File: src/mds_pkg.sv
// Shared constants and helpers for the motion step block.
// Holds the fixed-point widths, pipeline depths and the saturation function.
// No dependencies.
`timescale 1ns / 1ps
`default_nettype none

package mds_pkg;

    localparam int Q_W         = 32;
    localparam int DT_W        = 17;
    localparam logic [DT_W-1:0] DT_RESET = 17'd2185;
    localparam int SQRT_STAGES = 32;
    localparam int DIV_STAGES  = 17;
    localparam int LANE_DEPTH  = DIV_STAGES + 5;
    localparam int FRONT_DEPTH = 2;
    localparam int TOTAL_DEPTH = FRONT_DEPTH + SQRT_STAGES + LANE_DEPTH;
    localparam int ACC_W       = 42;
    localparam logic [64:0] Q_ONE_SQ = 65'h1_0000_0000;

    // clamp to the signed Q16.16 range
    function automatic logic signed [Q_W-1:0] sat32(input logic signed [63:0] x);
        logic signed [Q_W-1:0] r;
        if (x > 64'sd2147483647) begin
            r = 32'sh7FFF_FFFF;
        end else if (x < -64'sd2147483648) begin
            r = 32'sh8000_0000;
        end else begin
            r = x[Q_W-1:0];
        end
        return r;
    endfunction

endpackage

`default_nettype wire

File: src/mds_isqrt.sv
// Pipelined integer square root, one result bit per stage.
// Uses mds_pkg for the stage count.
`timescale 1ns / 1ps
`default_nettype none

module mds_isqrt (
    input  wire logic        i_clk,
    input  wire logic        i_en,
    input  wire logic [63:0] i_n,
    output logic [31:0]      o_root
);

    localparam int N = mds_pkg::SQRT_STAGES;

    logic [63:0] r_n    [N];
    logic [34:0] r_rem  [N];
    logic [31:0] r_root [N];

    genvar k;
    generate
        for (k = 0; k < N; k++) begin : g_stage
            logic [63:0] c_n;
            logic [34:0] c_rem;
            logic [31:0] c_root;
            logic [34:0] c_sh;
            logic [34:0] c_trial;
            logic        c_ge;

            if (k == 0) begin : g_first
                assign c_n    = i_n;
                assign c_rem  = '0;
                assign c_root = '0;
            end else begin : g_next
                assign c_n    = r_n[k-1];
                assign c_rem  = r_rem[k-1];
                assign c_root = r_root[k-1];
            end

            // bring down two bits, try root*4+1
            assign c_sh    = {c_rem[32:0], c_n[63:62]};
            assign c_trial = {1'b0, c_root, 2'b01};
            assign c_ge    = (c_sh >= c_trial);

            always_ff @(posedge i_clk) begin
                if (i_en) begin
                    r_n[k]    <= {c_n[61:0], 2'b00};
                    r_rem[k]  <= c_ge ? (c_sh - c_trial) : c_sh;
                    r_root[k] <= {c_root[30:0], c_ge};
                end
            end
        end
    endgenerate

    assign o_root = r_root[N-1];

endmodule

`default_nettype wire

File: config.mk
export PLATFORM = sky130hd
export DESIGN_NAME = mds_isqrt
export DESIGN_NICKNAME = d
export VERILOG_FILES = /design/src/mds_pkg.sv /design/src/mds_isqrt.sv
export SDC_FILE = /design/constraint.sdc
export NUM_CORES = 2
export LEC_CHECK = 0
export ABC_CLOCK_PERIOD_IN_PS = 4800
export BUFFER_PORTS_ARGS = -buffer_cell sky130_fd_sc_hd__buf_2
export CORE_MARGIN = 3
export CORE_UTILIZATION = 53
export CTS_BUF_LIST = sky130_fd_sc_hd__clkbuf_16
export CTS_CLUSTER_SIZE = 28
export DETAILED_ROUTE_END_ITERATION = 8
export PLACE_DENSITY_LB_ADDON = 0.2
export RECOVER_POWER = 25
export SETUP_SLACK_MARGIN = 0.5
export SLEW_MARGIN = 20
export SYNTH_ARGS = -nofsm -noshare
export SYNTH_HDL_FRONTEND = slang
export SYNTH_MEMORY_MAX_BITS = 65536
export SYNTH_SLANG_ARGS = --single-unit
File: constraint.sdc
create_clock -name i_clk -period 4.8 [get_ports i_clk]
set_clock_uncertainty 0.15 [all_clocks]
set_input_delay 0.48 -clock i_clk [delete_from_list [all_inputs] [get_ports i_clk]]
set_output_delay 0.48 -clock i_clk [all_outputs]
set_load 0.005 [all_outputs]
==> flow_summary_export.csv <==
group,metric,value,unit
power,power.total,62500,µW
worst_setup_path,cp.arrival,4.58,ns
grt,track_usage,21.0,%
clock_tree,cts.sinks,2494,
grt,grt_pass1_vias,69000,
route,ant_nets,0,
sta,rsz0062_at_grt,"false",
synth,seq_area_frac_synth,64.3,%
outcome,status,"finished, final reports clean",
route,drt-initial-drc-count,5628,
floorplan,die-area,225000,µm²
worst_setup_path,cp_top_family,"simple AND/OR/NAND/NOR gates",
worst_setup_path,worst-r2r-cell-count,9,
synth,syn_nets,9632,
synth,synth-seq-cells,2494,
synth,synth_edf_count,2494,
grt,grt_max_degree,135,
worst_hold_path,hold_end,"r_n[0][61]",
worst_hold_path,holdCritStartpoint,"i_n[61]",
worst_hold_path,hold-path-cell-count,2,
clock_tree,insertion_delay,0.90,ns
grt,antenna_found_initial,1,
worst_setup_path,worst-path-buf-inv,0,
sta,fin_crit_sh,85.5,%
route,firstDrtPassIters,5,
route,drt_wl_total,238000,µm
placement,placed_cell_area,121000,µm²
route,vias,70300,
worst_setup_path,worst_ep_required_time,5.27,ns
sta,fmax,0.244,GHz
sta,layout_min_cycle_time,4.10,ns
floorplan,die_h,475,µm
layout,final_cells,12400,
sta,worstMarginPinSlew,1.06,ns
synth,syn_inst,9005,
layout,synthToLayoutAreaGrowth,12.0,%
floorplan,core_area,218000,µm²
power,ir_drop,0.359,mV
grt,grt_pass1_wl,377000,µm
clock_tree,clockBufferDepth,4,
power,leakagePower,0.0502,µW
clock_tree,cts_max_level,5,
synth,syn_area,116000,µm²
worst_setup_path,crit_chain,"nor3_1 > nand2b_1 > or3_1 > or4_1 > and3_1 > and4_1 > a211oi_2 > nand3_1 > xnor2_1",
placement,numPortBuffers,97,
sta,fin_tns_setup,0,ns
route,drc_errors,0,
sta,max_slew_margin,29.4,%
route,wl_per_cell,19.1,µm
layout,final_area,130000,µm²
synth,async_reset_ff_share,0,%
clock_tree,cts_inserted_buffers,282,
worst_setup_path,critPathMaxFanout,8,
flow_run,cap_violations,0,
floorplan,die_width,475,µm
grt,grt-ovfl-total,0,
placement,gp_congestion,0.901,
worst_setup_path,cpMaxStageDelayCell,"or4_1",
worst_setup_path,worstReg2RegEnd,"r_rem[11][32]",
worst_setup_path,r2r-start,"r_rem[10][12]",
sta,finalSetupViolations,0,
synth,synth-warning-count,0,
clock_tree,path_clk_slew,0.06,ns
power,power_per_cell_area,480,nW/µm²
floorplan,fp-row-count,171,
worst_setup_path,r2r_slack,0.70,ns
synth,syn_area_per_cell,12.9,µm²
floorplan,start_util,53.5,%
layout,drive_gt1_share,7.94,%
placement,dp_hpwl,170000,µm
route,viasPerCell,5.66,
worst_setup_path,critical_path_class,"reg -> reg",
clock_tree,clock-root-buffer,"clkbuf_16",
synth,synthDistinctLibCells,85,
synth,synth_flop_cell,"edfxtp_1",
worst_setup_path,cpPeakStageDelay,0.64,ns
sta,hold_violations,0,
worst_hold_path,hold_path.class,"in -> reg",
clock_tree,postCtsSetupRepairBufs,0,
worst_setup_path,start_kind,"flip-flop",
clock_tree,cts_tree,"done",
layout,nets,9995,
floorplan,ioPinCount,98,
worst_setup_path,critPathCaptureType,"flip-flop",
sta,finalMaxSlewViolations,0,
placement,dp_cells,11900,
[layout make-up]
type | instances | area [µm²]
tap | 2854 | 3570
clock inverter | 194 | 1510
fill | 16900 | 87500
antenna | 2 | 5.00
clock buffer | 289 | 7230
inverter | 716 | 2690
sequential | 2494 | 74900
multi-input combinational | 5623 | 38300
timing repair buffer | 251 | 2160
[kinds of logic (layout without fill, tap and decap cells)]
group                    after synthesis  in the layout  synth area share (%)
flip-flops                          2494           2494                  64.3
adder cells (fa/ha/maj)              561            561                  6.03
AO/OA/AOI/OAI                       1849           1849                  9.88
XOR/XNOR                             790            790                  5.94
multiplexers                         106            106                  1.02
other                                  1              3               0.00322
AND/OR/NAND/NOR                     2316           2316                  9.92
buffers and inverters                888           1450                  2.88
[synth_stat cells (110+ instances only)]
| library cell | number | area share, % |
|---|---|---|
| xor2_1 | 400 | 3.0 |
| a21oi_1 | 546 | 2.3 |
| nor3_1 | 220 | 0.95 |
| edfxtp_1 | 2494 | 64 |
| inv_1 | 714 | 2.3 |
| nor2_1 | 547 | 1.8 |
| nand3_1 | 139 | 0.60 |
| or3_1 | 110 | 0.59 |
| o21a_1 | 116 | 0.75 |
| xnor2_1 | 390 | 2.9 |
| o21ai_0 | 483 | 2.1 |
| clkbuf_1 | 146 | 0.47 |
| a21o_1 | 248 | 1.6 |
| nand2_1 | 591 | 1.9 |
| ha_1 | 561 | 6.0 |
[cell usage in the layout (no fill, tap or decap), types with 33 or more instances in the layout]
cell	synthesis	layout
a211oi_1	38	37
a21o_1	248	248
a21oi_1	546	544
a31oi_1	59	59
and3_1	70	70
buf_2	6	89
buf_4	0	60
clkbuf_16	0	289
clkinv_1	0	56
clkinv_2	0	47
dlygate4sd3_1	0	66
edfxtp_1	2494	2494
ha_1	561	561
inv_1	714	752
mux2_2	98	98
nand2_1	591	591
nand2b_1	104	104
nand3_1	139	139
nand3b_1	37	37
nand4_1	85	85
nor2_1	547	545
nor2b_1	89	89
nor3_1	220	220
nor4_1	108	108
o211ai_1	33	33
o21a_1	116	116
o21ai_0	483	483
o21bai_1	45	45
o31ai_1	64	64
or2_2	40	40
or3_1	110	110
or4_1	57	57
xnor2_1	390	390
xor2_1	400	400
[per-layer routing]
layer,vias to the layer above,track usage (%),wire [µm]
met2,1722,36.0,118000
li1,34100,-,-
met1,33900,27.4,101000
met5,-,0,0
met4,0,7.86,8860
met3,510,2.73,9960
[sequential cells by signal (all words and copies together) (netlist names)]
name and flops:
r_n 992, r_rem 974, r_root 528
[worst max-delay path by stage]
| stage | start | end | cells past startpoint |
|---|---|---|---|
| 6_report | r_rem[10][12] | r_rem[11][32] | 9 |
| 5_1_grt | r_rem[10][12] | r_rem[11][25] | 11 |
| 4_1_cts | r_rem[26][10] | r_rem[27][32] | 10 |
| 3_5_place_dp | r_rem[26][10] | r_rem[27][32] | 10 |
| 3_3_place_gp | r_rem[26][10] | r_rem[27][29] | 10 |
| 2_1_floorplan | r_rem[22][2] | r_rem[23][14] | 10 |
[where the power goes]
group / internal (µW) / leakage (µW) / switching, µW
sequential: 27500 / 0.0240 / 1820
clock: 12000 / 0.00443 / 8290
combinational: 5470 / 0.0218 / 7360
total: 45000 / 0.0502 / 17500
[repair_timing]
item,CTS,global route
resized for setup,0,1
endpoints found under the hold margin,74,0
endpoints found under the setup margin,0,2
hold buffers,66,0
[worst register-to-register path, cell delays in order (launching register included)]
cell      delay, ns
edfxtp_1       0.45
nor3_1         0.38
nand2b_1       0.19
or3_1          0.45
or4_1          0.64
and3_1         0.25
and4_1         0.31
a211oi_2       0.63
nand3_1        0.20
xnor2_1        0.17
[metrics by stage]
stage	setup slack [ns]	hold WS [ns]	utilization (%)
3_5_place_dp	0.761	0.255	55.5
5_1_grt	0.507	0.0796	59.8
6_report	0.696	0.128	59.8
2_1_floorplan	1.21	0.250	-
3_3_place_gp	0.856	0.250	55.5
4_1_cts	0.712	0.0420	59.8
(Power assumes the default switching activity.)
